==> config.mk <==
export PLATFORM = sky130hd
export DESIGN_NAME = three_way_label_partition_top
export DESIGN_NICKNAME = d
export VERILOG_FILES = /design/src/design/tlp_pkg.sv /design/src/design/tlp_ctrl.sv /design/src/design/tlp_dp.sv /design/src/design/three_way_label_partition_top.sv
export SDC_FILE = /design/constraint.sdc
export NUM_CORES = 2
export LEC_CHECK = 0
export BUFFER_PORTS_ARGS = -buffer_cell sky130_fd_sc_hd__buf_2
export CORE_AREA = 2 2 352 354
export DETAILED_ROUTE_END_ITERATION = 10
export DIE_AREA = 0 0 354 356
export SETUP_SLACK_MARGIN = 0.02
export SLEW_MARGIN = 20
export SYNTH_ARGS = -nofsm -noshare
export SYNTH_HDL_FRONTEND = slang
export SYNTH_SLANG_ARGS = --single-unit
==> constraint.sdc <==
create_clock -name clk -period 8.55 [get_ports clk]
set_clock_uncertainty 0.2 [all_clocks]
set_input_delay 1.71 -clock clk [delete_from_list [all_inputs] [get_ports clk]]
set_output_delay 1.71 -clock clk [all_outputs]
set_load 0.005 [all_outputs]
==> src/design/tlp_pkg.sv <==
`default_nettype none
package tlp_pkg;

  localparam int LBL_W   = 2;
  localparam int FWD_W   = 6;
  localparam int SPLIT_W = 7;

  localparam logic [LBL_W-1:0] LABEL_FIRST = 2'd0;
  localparam logic [LBL_W-1:0] LABEL_SEP   = 2'd2;

  // controller -> datapath
  typedef struct packed {
    logic load;        // input request taken
    logic pass_init;   // start first pass over [0, count)
    logic pass2_init;  // capture first split, start second pass there
    logic pass_done;   // capture second split, reset emit index
    logic rd_lo;       // read label at lo
    logic rd_hi;       // read label at hi
    logic lo_inc;
    logic hi_dec;
    logic swap_rd;     // read labels/forwards at lo and hi
    logic swap_wr1;    // write lo side, read inverses
    logic swap_wr2;    // write hi side, first inverse
    logic swap_wr3;    // second inverse
    logic emit_rd;     // read element k
    logic emit_load;   // move element k to output register
    logic clear_count;
  } cmd_t;

  // datapath -> controller
  typedef struct packed {
    logic lo_lt_hi;
    logic lo_eq_hi;
    logic moves;       // label read at port A belongs behind the split
    logic second;
    logic emit_last;
    logic out_free;
  } sts_t;

endpackage
`default_nettype wire

==> src/design/tlp_ctrl.sv <==
`default_nettype none
module tlp_ctrl (
  input  wire logic          clk,
  input  wire logic          rst_n,
  input  wire logic          in_valid,
  input  wire logic          in_last_element,
  output logic               in_stall,
  output tlp_pkg::cmd_t      cmd,
  input  wire tlp_pkg::sts_t sts
);
  import tlp_pkg::*;

  typedef enum logic [3:0] {
    S_LOAD, S_INIT, S_CHK, S_RDLO, S_SCAN, S_SCANW,
    S_SWAP, S_WR1, S_WR2, S_WR3, S_EMRD, S_EMLD
  } state_t;

  state_t state_r, state_nxt;

  always_comb begin
    state_nxt = state_r;
    cmd       = '0;
    case (state_r)
      S_LOAD: begin
        cmd.load = in_valid;
        if (in_valid && in_last_element) state_nxt = S_INIT;
      end
      S_INIT: begin
        cmd.pass_init = 1'b1;
        state_nxt     = S_CHK;
      end
      S_CHK: begin
        if (sts.lo_lt_hi) begin
          cmd.rd_lo = 1'b1;
          state_nxt = S_RDLO;
        end else if (sts.second) begin
          cmd.pass_done = 1'b1;
          state_nxt     = S_EMRD;
        end else begin
          cmd.pass2_init = 1'b1;
        end
      end
      S_RDLO: begin
        if (sts.moves) begin
          cmd.hi_dec = 1'b1;
          state_nxt  = S_SCAN;
        end else begin
          cmd.lo_inc = 1'b1;
          state_nxt  = S_CHK;
        end
      end
      S_SCAN: begin
        if (sts.lo_lt_hi) begin
          cmd.rd_hi = 1'b1;
          state_nxt = S_SCANW;
        end else begin
          state_nxt = S_SWAP;
        end
      end
      S_SCANW: begin
        if (sts.moves) begin
          cmd.hi_dec = 1'b1;
          state_nxt  = S_SCAN;
        end else begin
          state_nxt = S_SWAP;
        end
      end
      S_SWAP: begin
        // swapping a slot with itself changes nothing
        if (sts.lo_eq_hi) begin
          cmd.lo_inc = 1'b1;
          state_nxt  = S_CHK;
        end else begin
          cmd.swap_rd = 1'b1;
          state_nxt   = S_WR1;
        end
      end
      S_WR1: begin
        cmd.swap_wr1 = 1'b1;
        state_nxt    = S_WR2;
      end
      S_WR2: begin
        cmd.swap_wr2 = 1'b1;
        state_nxt    = S_WR3;
      end
      S_WR3: begin
        cmd.swap_wr3 = 1'b1;
        cmd.lo_inc   = 1'b1;
        state_nxt    = S_CHK;
      end
      S_EMRD: begin
        cmd.emit_rd = 1'b1;
        state_nxt   = S_EMLD;
      end
      S_EMLD: begin
        if (sts.out_free) begin
          cmd.emit_load = 1'b1;
          if (sts.emit_last) begin
            cmd.clear_count = 1'b1;
            state_nxt       = S_LOAD;
          end else begin
            state_nxt = S_EMRD;
          end
        end
      end
      default: state_nxt = S_LOAD;
    endcase
  end

  always_ff @(posedge clk) begin
    if (!rst_n) begin
      state_r <= S_LOAD;
    end else begin
      state_r <= state_nxt;
    end
  end

  assign in_stall = (state_r != S_LOAD);

endmodule
`default_nettype wire

==> src/design/tlp_dp.sv <==
`default_nettype none
module tlp_dp #(
  parameter int MAX_ELEMENTS = 64
) (
  input  wire logic                          clk,
  input  wire logic                          rst_n,
  input  wire tlp_pkg::cmd_t                 cmd,
  output tlp_pkg::sts_t                      sts,
  input  wire logic [tlp_pkg::LBL_W-1:0]     in_part_label,
  input  wire logic [tlp_pkg::FWD_W-1:0]     in_forward_entry,
  input  wire logic [tlp_pkg::FWD_W-1:0]     in_inverse_entry,
  output logic                               out_valid,
  input  wire logic                          out_stall,
  output logic [tlp_pkg::LBL_W-1:0]          out_label,
  output logic [tlp_pkg::FWD_W-1:0]          out_forward,
  output logic [tlp_pkg::FWD_W-1:0]          out_inverse,
  output logic [tlp_pkg::SPLIT_W-1:0]        out_first_split,
  output logic [tlp_pkg::SPLIT_W-1:0]        out_second_split,
  output logic                               out_last_result
);
  import tlp_pkg::*;

  localparam int AW   = $clog2(MAX_ELEMENTS);
  localparam int CW   = $clog2(MAX_ELEMENTS + 1);
  localparam int CMPW = (CW > FWD_W) ? CW : FWD_W;

  logic [LBL_W-1:0] lbl_mem [MAX_ELEMENTS];
  logic [FWD_W-1:0] fwd_mem [MAX_ELEMENTS];
  logic [FWD_W-1:0] inv_mem [MAX_ELEMENTS];

  logic [CW-1:0]    cnt_r, lo_r, hi_r, s0_r, s1_r;
  logic [AW-1:0]    k_r;
  logic             second_r;
  logic [LBL_W-1:0] lbl_rd_a_r, lbl_rd_b_r;
  logic [FWD_W-1:0] fwd_rd_a_r, fwd_rd_b_r;
  logic [FWD_W-1:0] inv_rd_a_r, inv_rd_b_r;

  logic [LBL_W-1:0]   out_label_r;
  logic [FWD_W-1:0]   out_forward_r, out_inverse_r;
  logic [SPLIT_W-1:0] out_first_split_r, out_second_split_r;
  logic               out_last_result_r, out_valid_r;

  logic [CW-1:0] split;
  logic          load_wr, fwd_ok, out_taken, emit_last;
  logic [AW-1:0] lo_idx, hi_idx, cnt_idx;

  assign lo_idx  = lo_r[AW-1:0];
  assign hi_idx  = hi_r[AW-1:0];
  assign cnt_idx = cnt_r[AW-1:0];

  assign load_wr   = cmd.load && (cnt_r < CW'(MAX_ELEMENTS));
  assign split     = (lo_r > hi_r) ? (lo_r - CW'(1)) : hi_r;
  // inverse entries move only when both forward values address stored slots
  assign fwd_ok    = (CMPW'(fwd_rd_a_r) < CMPW'(cnt_r)) && (CMPW'(fwd_rd_b_r) < CMPW'(cnt_r));
  assign out_taken = out_valid_r && !out_stall;
  assign emit_last = ((CW'(k_r) + CW'(1)) == cnt_r);

  always_comb begin
    sts.lo_lt_hi  = (lo_r < hi_r);
    sts.lo_eq_hi  = (lo_r == hi_r);
    sts.moves     = second_r ? (lbl_rd_a_r == LABEL_SEP) : (lbl_rd_a_r != LABEL_FIRST);
    sts.second    = second_r;
    sts.emit_last = emit_last;
    sts.out_free  = !out_valid_r || !out_stall;
  end

  // label store: one write port, two read ports
  always_ff @(posedge clk) begin
    if (load_wr) begin
      lbl_mem[cnt_idx] <= in_part_label;
    end else if (cmd.swap_wr1) begin
      lbl_mem[lo_idx] <= lbl_rd_b_r;
    end else if (cmd.swap_wr2) begin
      lbl_mem[hi_idx] <= lbl_rd_a_r;
    end
    if (cmd.rd_lo || cmd.rd_hi || cmd.swap_rd || cmd.emit_rd) begin
      lbl_rd_a_r <= lbl_mem[cmd.rd_hi ? hi_idx : (cmd.emit_rd ? k_r : lo_idx)];
      lbl_rd_b_r <= lbl_mem[hi_idx];
    end
  end

  // forward store
  always_ff @(posedge clk) begin
    if (load_wr) begin
      fwd_mem[cnt_idx] <= in_forward_entry;
    end else if (cmd.swap_wr1) begin
      fwd_mem[lo_idx] <= fwd_rd_b_r;
    end else if (cmd.swap_wr2) begin
      fwd_mem[hi_idx] <= fwd_rd_a_r;
    end
    if (cmd.swap_rd || cmd.emit_rd) begin
      fwd_rd_a_r <= fwd_mem[cmd.emit_rd ? k_r : lo_idx];
      fwd_rd_b_r <= fwd_mem[hi_idx];
    end
  end

  // inverse store, addressed by the old forward values during a swap
  always_ff @(posedge clk) begin
    if (load_wr) begin
      inv_mem[cnt_idx] <= in_inverse_entry;
    end else if (cmd.swap_wr2 && fwd_ok) begin
      inv_mem[AW'(fwd_rd_a_r)] <= inv_rd_b_r;
    end else if (cmd.swap_wr3 && fwd_ok) begin
      inv_mem[AW'(fwd_rd_b_r)] <= inv_rd_a_r;
    end
    if (cmd.swap_wr1 || cmd.emit_rd) begin
      inv_rd_a_r <= inv_mem[cmd.emit_rd ? k_r : AW'(fwd_rd_a_r)];
      inv_rd_b_r <= inv_mem[AW'(fwd_rd_b_r)];
    end
  end

  always_ff @(posedge clk) begin
    if (!rst_n) begin
      cnt_r       <= '0;
      lo_r        <= '0;
      hi_r        <= '0;
      k_r         <= '0;
      second_r    <= 1'b0;
      s0_r        <= '0;
      s1_r        <= '0;
      out_valid_r <= 1'b0;
    end else begin
      if (cmd.clear_count) begin
        cnt_r <= '0;
      end else if (load_wr) begin
        cnt_r <= cnt_r + CW'(1);
      end

      if (cmd.pass_init) begin
        lo_r     <= '0;
        hi_r     <= cnt_r;
        second_r <= 1'b0;
      end else if (cmd.pass2_init) begin
        s0_r     <= split;
        lo_r     <= split;
        hi_r     <= cnt_r;
        second_r <= 1'b1;
      end else begin
        if (cmd.lo_inc) lo_r <= lo_r + CW'(1);
        if (cmd.hi_dec) hi_r <= hi_r - CW'(1);
      end

      if (cmd.pass_done) begin
        s1_r <= split;
        k_r  <= '0;
      end else if (cmd.emit_load) begin
        k_r <= k_r + AW'(1);
      end

      if (cmd.emit_load) begin
        out_valid_r <= 1'b1;
      end else if (out_taken) begin
        out_valid_r <= 1'b0;
      end
    end
  end

  always_ff @(posedge clk) begin
    if (cmd.emit_load) begin
      out_label_r        <= lbl_rd_a_r;
      out_forward_r      <= fwd_rd_a_r;
      out_inverse_r      <= inv_rd_a_r;
      out_first_split_r  <= SPLIT_W'(s0_r);
      out_second_split_r <= SPLIT_W'(s1_r);
      out_last_result_r  <= emit_last;
    end
  end

  assign out_valid        = out_valid_r;
  assign out_label        = out_label_r;
  assign out_forward      = out_forward_r;
  assign out_inverse      = out_inverse_r;
  assign out_first_split  = out_first_split_r;
  assign out_second_split = out_second_split_r;
  assign out_last_result  = out_last_result_r;

endmodule
`default_nettype wire

==> src/design/three_way_label_partition_top.sv <==
// Channel   Handshake            Payload
// in_       in_valid / in_stall  part_label, forward_entry, inverse_entry, last_element
// out_      out_valid / out_stall label, forward, inverse, first/second split, last_result
//
// Loading takes one request per cycle; the request with last_element closes the list.
// Each partition pass reads each scanned slot from a registered store, exchanges two slots
// in S_SWAP, S_WR1, S_WR2 and S_WR3 (one write port per store), skips a self-exchange and
// closes in S_CHK; each element is emitted via S_EMRD and S_EMLD, waiting on out_stall.
// in_stall is high from the last request until the final element sits in the
// output register. rst_n is synchronous; store contents are not cleared.
`default_nettype none
module three_way_label_partition_top #(
  parameter int MAX_ELEMENTS = 64
) (
  input  wire logic                          clk,
  input  wire logic                          rst_n,
  input  wire logic                          in_valid,
  output logic                               in_stall,
  input  wire logic [tlp_pkg::LBL_W-1:0]     in_part_label,
  input  wire logic [tlp_pkg::FWD_W-1:0]     in_forward_entry,
  input  wire logic [tlp_pkg::FWD_W-1:0]     in_inverse_entry,
  input  wire logic                          in_last_element,
  output logic                               out_valid,
  input  wire logic                          out_stall,
  output logic [tlp_pkg::LBL_W-1:0]          out_label,
  output logic [tlp_pkg::FWD_W-1:0]          out_forward,
  output logic [tlp_pkg::FWD_W-1:0]          out_inverse,
  output logic [tlp_pkg::SPLIT_W-1:0]        out_first_split,
  output logic [tlp_pkg::SPLIT_W-1:0]        out_second_split,
  output logic                               out_last_result
);
  import tlp_pkg::*;

  cmd_t cmd;
  sts_t sts;

  tlp_ctrl u_ctrl (
    .clk             (clk),
    .rst_n           (rst_n),
    .in_valid        (in_valid),
    .in_last_element (in_last_element),
    .in_stall        (in_stall),
    .cmd             (cmd),
    .sts             (sts)
  );

  tlp_dp #(
    .MAX_ELEMENTS (MAX_ELEMENTS)
  ) u_dp (
    .clk              (clk),
    .rst_n            (rst_n),
    .cmd              (cmd),
    .sts              (sts),
    .in_part_label    (in_part_label),
    .in_forward_entry (in_forward_entry),
    .in_inverse_entry (in_inverse_entry),
    .out_valid        (out_valid),
    .out_stall        (out_stall),
    .out_label        (out_label),
    .out_forward      (out_forward),
    .out_inverse      (out_inverse),
    .out_first_split  (out_first_split),
    .out_second_split (out_second_split),
    .out_last_result  (out_last_result)
  );

endmodule
`default_nettype wire

; ---- Word-level counts from Yosys, hierarchy flattened
; Memory sizes are Yosys's and may differ from the RTL's. A register that Yosys moved wholly into a read port is not among the register bits.
; Cells that the tools add are included.
; Widths: inputs -> output; s select.
[word_totals]
ramBits = 896
register_bits = 76
inputBits = 19
mem_count = 3
word_cells = 159
output_inout_bits = 31
[memory_table]
columns = name, words, width, rd, rd_ports_with_merged_regs, wr, line
row1 = u_dp.fwd_mem, 64, 6, 2, 2, 1, tlp_dp.sv:28  ; logic [FWD_W-1:0] fwd_mem [MAX_ELEMENTS];
row2 = u_dp.inv_mem, 64, 6, 2, 2, 1, tlp_dp.sv:29  ; logic [FWD_W-1:0] inv_mem [MAX_ELEMENTS];
row3 = u_dp.lbl_mem, 64, 2, 2, 2, 1, tlp_dp.sv:27  ; logic [LBL_W-1:0] lbl_mem [MAX_ELEMENTS];
[classes]
n_eq_ne = 17
order_cmp = 5
mux = 78
n_reduce_logical = 33
add_sub_neg = 6
bitwise_logic = 2
[op_table]
columns = operator, n
row1 = $mux 6, 13
row2 = $pmux 4 s11, 1
row3 = $mux 1, 42
row4 = $mux 7, 6
row5 = $reduce_or 6->1, 4
row6 = $mux 4, 5
row7 = $eq 4x3->1 const B, 4
row8 = $eq 4x4->1 const B, 4
row9 = $add 7x1->7 const B, 2
row10 = $eq 7x7->1, 2
row11 = $lt 6x7->1, 2
row12 = $mux 2, 7
row13 = $reduce_or 2->1, 7
row14 = $sub 7x1->7 const B, 2
row15 = $mux 3, 3
row16 = $eq 4x2->1 const B, 2
row17 = $add 6x1->7 const B, 1
row18 = $gt 7x7->1, 1
row19 = $lt 7x7->1, 1
row20 = $lt 7x7->1 const B, 1
row21 = $add 6x1->6 const B, 1
row22 = $logic_and 1x1->1, 6
row23 = $logic_or 1x1->1, 6
row24 = $reduce_bool 2->1, 3
row25 = 13 further kinds, 15

; ---- Depth between registers and ports, before layout
[depth]
ltp_word = 9
ltp_mapped = 15
mapped_depth_nobuf = 11

; ---- Cells and area by module
; A second synthesis with hierarchy kept.
[hier_totals]
hier_cells = 3268
area_unflattened_um2 = 48540.3
[modules_own_cells]
columns = module, area_each_um2, cells_per_inst, seq_area_each_um2, n_inst
row1 = tlp_dp, 48038.6, 3199, 29478.3, 1
row2 = tlp_ctrl, 501.7, 69, 80.1, 1

; ---- Least setup slack after synthesis
; OpenSTA, ideal clock, no wires.
[synth_path]
kind = register to register
startpoint = register u_dp.cnt_r[2]
endpoint = memory u_dp.inv_mem[0][1] (data pin)
n_path_buf = 3
t_required_ps = 7648
slack_ps = 2663
arrival_time_ps = 4985
stages_incl_launch_ff = 12
setup_ps = 702
cell_sequence = dfxtp_1 -> clkbuf_1 -> clkinv_1 -> ha_1 -> a21o_1 -> a21o_1 -> a21oi_1 -> o21a_1 -> o21ai_0 -> clkbuf_1 -> clkbuf_1 -> o21ai_0
[synth_via]
elab_chain_len = 9
elab_cells_between_ends = 18
cone_classes = order compare: 3 / mux: 9 / reduce/logical: 6
[synth_lines]
columns = item, line
row1 = "start, declared", tlp_dp.sv:31  ; logic [CW-1:0] cnt_r, lo_r, hi_r, s0_r, s1_r;
row2 = "start signal, assigned", tlp_dp.sv:126  ; cnt_r <= cnt_r + CW'(1);
row3 = $lt 6x7->1, tlp_dp.sv:54  ; assign fwd_ok = (CMPW'(fwd_rd_a_r) < CMPW'(cnt_r)) && (CMPW'(fwd_rd_b_r) < CMPW'(cnt_r));
row4 = $logic_and 1x1->1, tlp_dp.sv:54
row5 = "$logic_and 1x1->1, on equally long branches", "tlp_dp.sv:101, tlp_dp.sv:103"
row6 = "$mux 1, on equally long branches", "tlp_dp.sv:101, tlp_dp.sv:103"
row7 = "$mux 1, on equally long branches", "tlp_dp.sv:99, tlp_dp.sv:101"
row8 = "$mux 1, on equally long branches", "tlp_dp.sv:102, tlp_dp.sv:99"
row9 = $reduce_or 6->1 (no source line) / $mux 1 (equally long branches), n/a
row10 = $mux 6 (no source line) / $reduce_or 6->1 (equally long branches), n/a
row11 = $mux 6 (no source line) *, n/a
row12 = "end, declared", tlp_dp.sv:29
; Mark *: on every way between the ends. The rest lies on a longest branch, timed or not.

; ---- Worst setup path in the final report
[layout_path]
startpoint = register u_ctrl.state_r[0]
endpoint = register u_dp.fwd_rd_a_r[5] (read register of u_dp.fwd_mem) (data pin)
[layout_via]
elab_chain_len = 3
elab_cells_between_ends = 6
cone_classes = eq/ne: 2 / mux: 3 / reduce/logical: 1
[layout_lines]
columns = item, line
row1 = "start, declared", tlp_ctrl.sv:18  ; state_t state_r, state_nxt;
row2 = "start signal, assigned", tlp_ctrl.sv:114  ; state_r <= state_nxt;
row3 = $eq 4x4->1 / $eq 4x3->1 (equally long branches), tlp_ctrl.sv:23  ; case (state_r)
row4 = $mux 1, tlp_ctrl.sv:23
row5 = $mux 6 / $logic_or 1x1->1 (equally long branches), "tlp_dp.sv:92, tlp_dp.sv:91"
row6 = "end, declared", tlp_dp.sv:35  ; logic [FWD_W-1:0] fwd_rd_a_r, fwd_rd_b_r;
; Parallel ways exist; a longest one is shown, timed or not.
; A chain may end at the register's enable or synchronous reset.

==> impl_metrics.toml <==
[cts]
ctsHoldBuffers = 0
clk_pin_slew_worst_paths_ns = 0.06
cts_resized = 0
htree_levels = 3
clock_latency_ns = 0.68
clockBufferDepth = 3
cts_tree = "done"
postCtsSetupBuffers = 0
clock-root-buffer = "clkbuf_16"
numCtsBuffers = 103
clkSinkCount = 1000

[timing]
maxSlewViolCount = 0
grt_setup_unrepaired = "no"
finalWorstSetupSlack_ns = 3.057
fin_crit_ns = 5.493
timing.fmax_mhz = 182.1
finalHoldViolations = 0
setup_viol = 0
tightest_slew_ns = 1.165
finalSetupTns_ns = 0
max_slew_margin_pct = 22.02
timing.final.crit_share_pct = 64.24

[setup_path]
cp_common_cell = "a211oi_1"
start_kind = "flop"
reg2reg_to = "u_dp.fwd_rd_a_r[5]"
rr_startpoint = "u_ctrl.state_r[0]"
cp-end-kind = "flop"
crit_type = "reg -> reg"
arrival_ns = 5.81
reg2reg_depth = 10
r2r_slack_ns = 3.06
worstPathCellList = "and4bb_2 > mux2i_4 > buf_4 > nand2_1 > and3_1 > a311oi_1 > nor3_1 > a211oi_1 > a211oi_1 > a21oi_1"
cp_max_fo = 67
critPathMaxStageDelay_ns = 1.12
slowest_stage = "and4bb_2"
crit_required_ns = 8.87

[floorplanning]
num_rows = 129
die_area_mm2 = 0.1260
core_area_mm2 = 0.1227
initial_utilization_pct = 39.50
dieWidth_um = 354
ios = 50
dieHeight_um = 356

[synthesis]
syn_inst = 3190
synthMostInstantiatedCell = "edfxtp_1"
ys.flop_type = "edfxtp_1"
synth_edf_count = 953
yosysSeqAreaShare_pct = 61.00
yosys.area.top_type_share_pct = 59.06
syn_area_per_cell_um2 = 15.19
synthTopCellsByArea = "edfxtp_1 (59%), mux4_2 (19%), nand2_1 (4.0%), mux2i_1 (2.1%), dfxtp_1 (1.9%)"
synth_top_area_cell = "edfxtp_1"
syn_nets = 3231
async_flop_share_pct = 0
synth_area_mm2 = 0.04845
yosysWarnings = 0
synthTopCellsByCount = "edfxtp_1 (953), nand2_1 (522), mux4_2 (404)"
synth_cell_types = 71
ys_ff_latch = 1000

[hold_path]
min_path_type = "reg -> reg"
worstHoldPathCells = 0
hold-path-endpoint = "u_dp.out_first_split[3]"
min_from = "u_dp.s0_r[3]"

[final_layout]
nNetsFinal = 3227
syn_to_final_growth_pct = 11.67
drive_gt1_share_pct = 22.74
instances_no_fill = 4910
finish.utilization_pct = 44.11
stdcell_area_mm2 = 0.05411

[place]
dpl_worst_slack_ns = 3.174
finalWeightedCongestion = 0.8599
dpl.cell_count = 4718
place_area_mm2 = 0.05067
io_buffers = 49
dp_hpwl_um = 87150

[job]
drv_cap = 0

[global_routing]
grt_usage_pct = 22.02
grt_overflow = 0
grt_pass1_vias = 29800
grt_max_degree = 110
antenna_found_initial = 7
grt_pass1_wl_um = 205100

[pwr]
max-vdd-ir-drop_mv = 0.1718
swShare_pct = 30.49
seqPwrFrac_pct = 42.4
pwr_density_cell_mw_per_mm2 = 252.1
p_leak_uw = 0.01708
p_comb_share_pct = 23.8
p_int_uw = 9483
clkPwrFrac_pct = 33.8
p_sw_uw = 4159

[detailed_routing]
drtIter0Drc = 3575
drc = 0
drt-vias-per-instance = 6.164
avgRoutedWirePerCell_um = 28.57
vias = 30260
drt-total-wl_um = 140300
dr.pass1.iters = 8
final_antenna_net_count = 0

[run_status]
outcome = "completed"
## registers in the layout (all words and copies together), names as in the netlist, 2 cells and up
register / cells
u_dp.fwd_mem: 384
u_dp.inv_mem: 384
u_dp.lbl_mem: 128
u_dp.cnt_r: 7
u_dp.hi_r: 7
u_dp.lo_r: 7
u_dp.out_first_split: 7
u_dp.out_second_split: 7
u_dp.s0_r: 7
u_dp.s1_r: 7
u_dp.fwd_rd_a_r: 6
u_dp.fwd_rd_b_r: 6
u_dp.inv_rd_a_r: 6
u_dp.inv_rd_b_r: 6
u_dp.k_r: 6
u_dp.out_forward: 6
u_dp.out_inverse: 6
u_ctrl.state_r: 4
u_dp.lbl_rd_a_r: 2
u_dp.lbl_rd_b_r: 2
u_dp.out_label: 2
## layer usage
metal | vias up | global-route usage (%) | share of wire (%)
met2 | 1512 | 36.02 | 48
met5 | - | 0 | 0.0086
met4 | 2 | 8.068 | 3.9
met3 | 290 | 3.073 | 8.0
met1 | 15720 | 30.16 | 40
li1 | 12740 | - | -
## worst max-delay path by stage
stage                                  from                  to  cells past startpoint
after detailed placement  u_ctrl.state_r[0]  u_dp.fwd_rd_a_r[5]                     10
after global routing      u_ctrl.state_r[0]  u_dp.fwd_rd_a_r[5]                     10
after CTS                 u_ctrl.state_r[0]  u_dp.fwd_rd_a_r[5]                     10
after global placement    u_ctrl.state_r[0]  u_dp.fwd_rd_a_r[5]                     10
after floorplan               u_dp.cnt_r[2]  u_dp.inv_mem[0][1]                     11
final                     u_ctrl.state_r[0]  u_dp.fwd_rd_a_r[5]                     10
## per-stage QoR
| stage | hold slack, ns | total power [uW] |
|---|---|---|
| after CTS | 0.2284 | 13670 |
| after detailed placement | 0.2192 | 9092 |
| after global routing | 0.2348 | 14090 |
| final | 0.2264 | 13640 |
| after global placement | 0.2077 | 9075 |
| after floorplan | 0.1995 | 8043 |
## layout by cell type (no fill, tap or decap), drive strengths merged, types with 15 or more instances in the layout
master / netlist / final
and2: 30 / 30
clkinv: 3 / 54
a311oi: 62 / 62
a21oi: 92 / 92
mux2i: 105 / 105
and3: 83 / 83
o21ai: 58 / 58
nor2: 198 / 198
mux4: 404 / 404
inv: 21 / 26
xnor2: 24 / 24
ha: 22 / 22
a211oi: 64 / 64
nand4: 15 / 15
dfxtp: 47 / 47
nand2: 522 / 522
clkbuf: 117 / 120
nand3: 33 / 33
buf: 114 / 122
edfxtp: 953 / 953
nor3: 28 / 28
a31oi: 48 / 48
## power groups by stage
stage	clock, uW	combinational (uW)	sequential [uW]
2_1_floorplan	0	2280	5760
3_3_place_gp	0	3190	5880
3_5_place_dp	0	3210	5880
4_1_cts	4670	3220	5780
5_1_grt	4840	3450	5800
6_report	4610	3240	5790
## worst max-delay path, delay by kind of cell, from the launching register on
| kind | cells | cell delay [ns] |
|---|---|---|
| and+or+nand+nor | 4 | 1.58 |
| AOI/OAI and AO/OA | 4 | 1.35 |
| DFF | 1 | 0.59 |
| buffers and inverters | 1 | 0.72 |
| muxes | 1 | 0.78 |
## cell type report
type | count | area, um^2
clock buffer | 120 | 2735
tap | 1637 | 2048
fill | 10810 | 68560
timing repair buffer | 122 | 830.8
inverter | 24 | 90.09
sequential | 1000 | 29570
clock inverter | 71 | 696.9
antenna | 1 | 2.502
multi-input combinational | 1935 | 18130
## kinds of logic after synthesis
group	synth area share [%]
xor+xnor	0.5784
flops	61.00
compound gates	5.900
mux	21.22
simple gates	8.428
fa+ha+maj	0.5681
buf+inv	2.298
No activity file was read; power rests on OpenSTA's default activity.
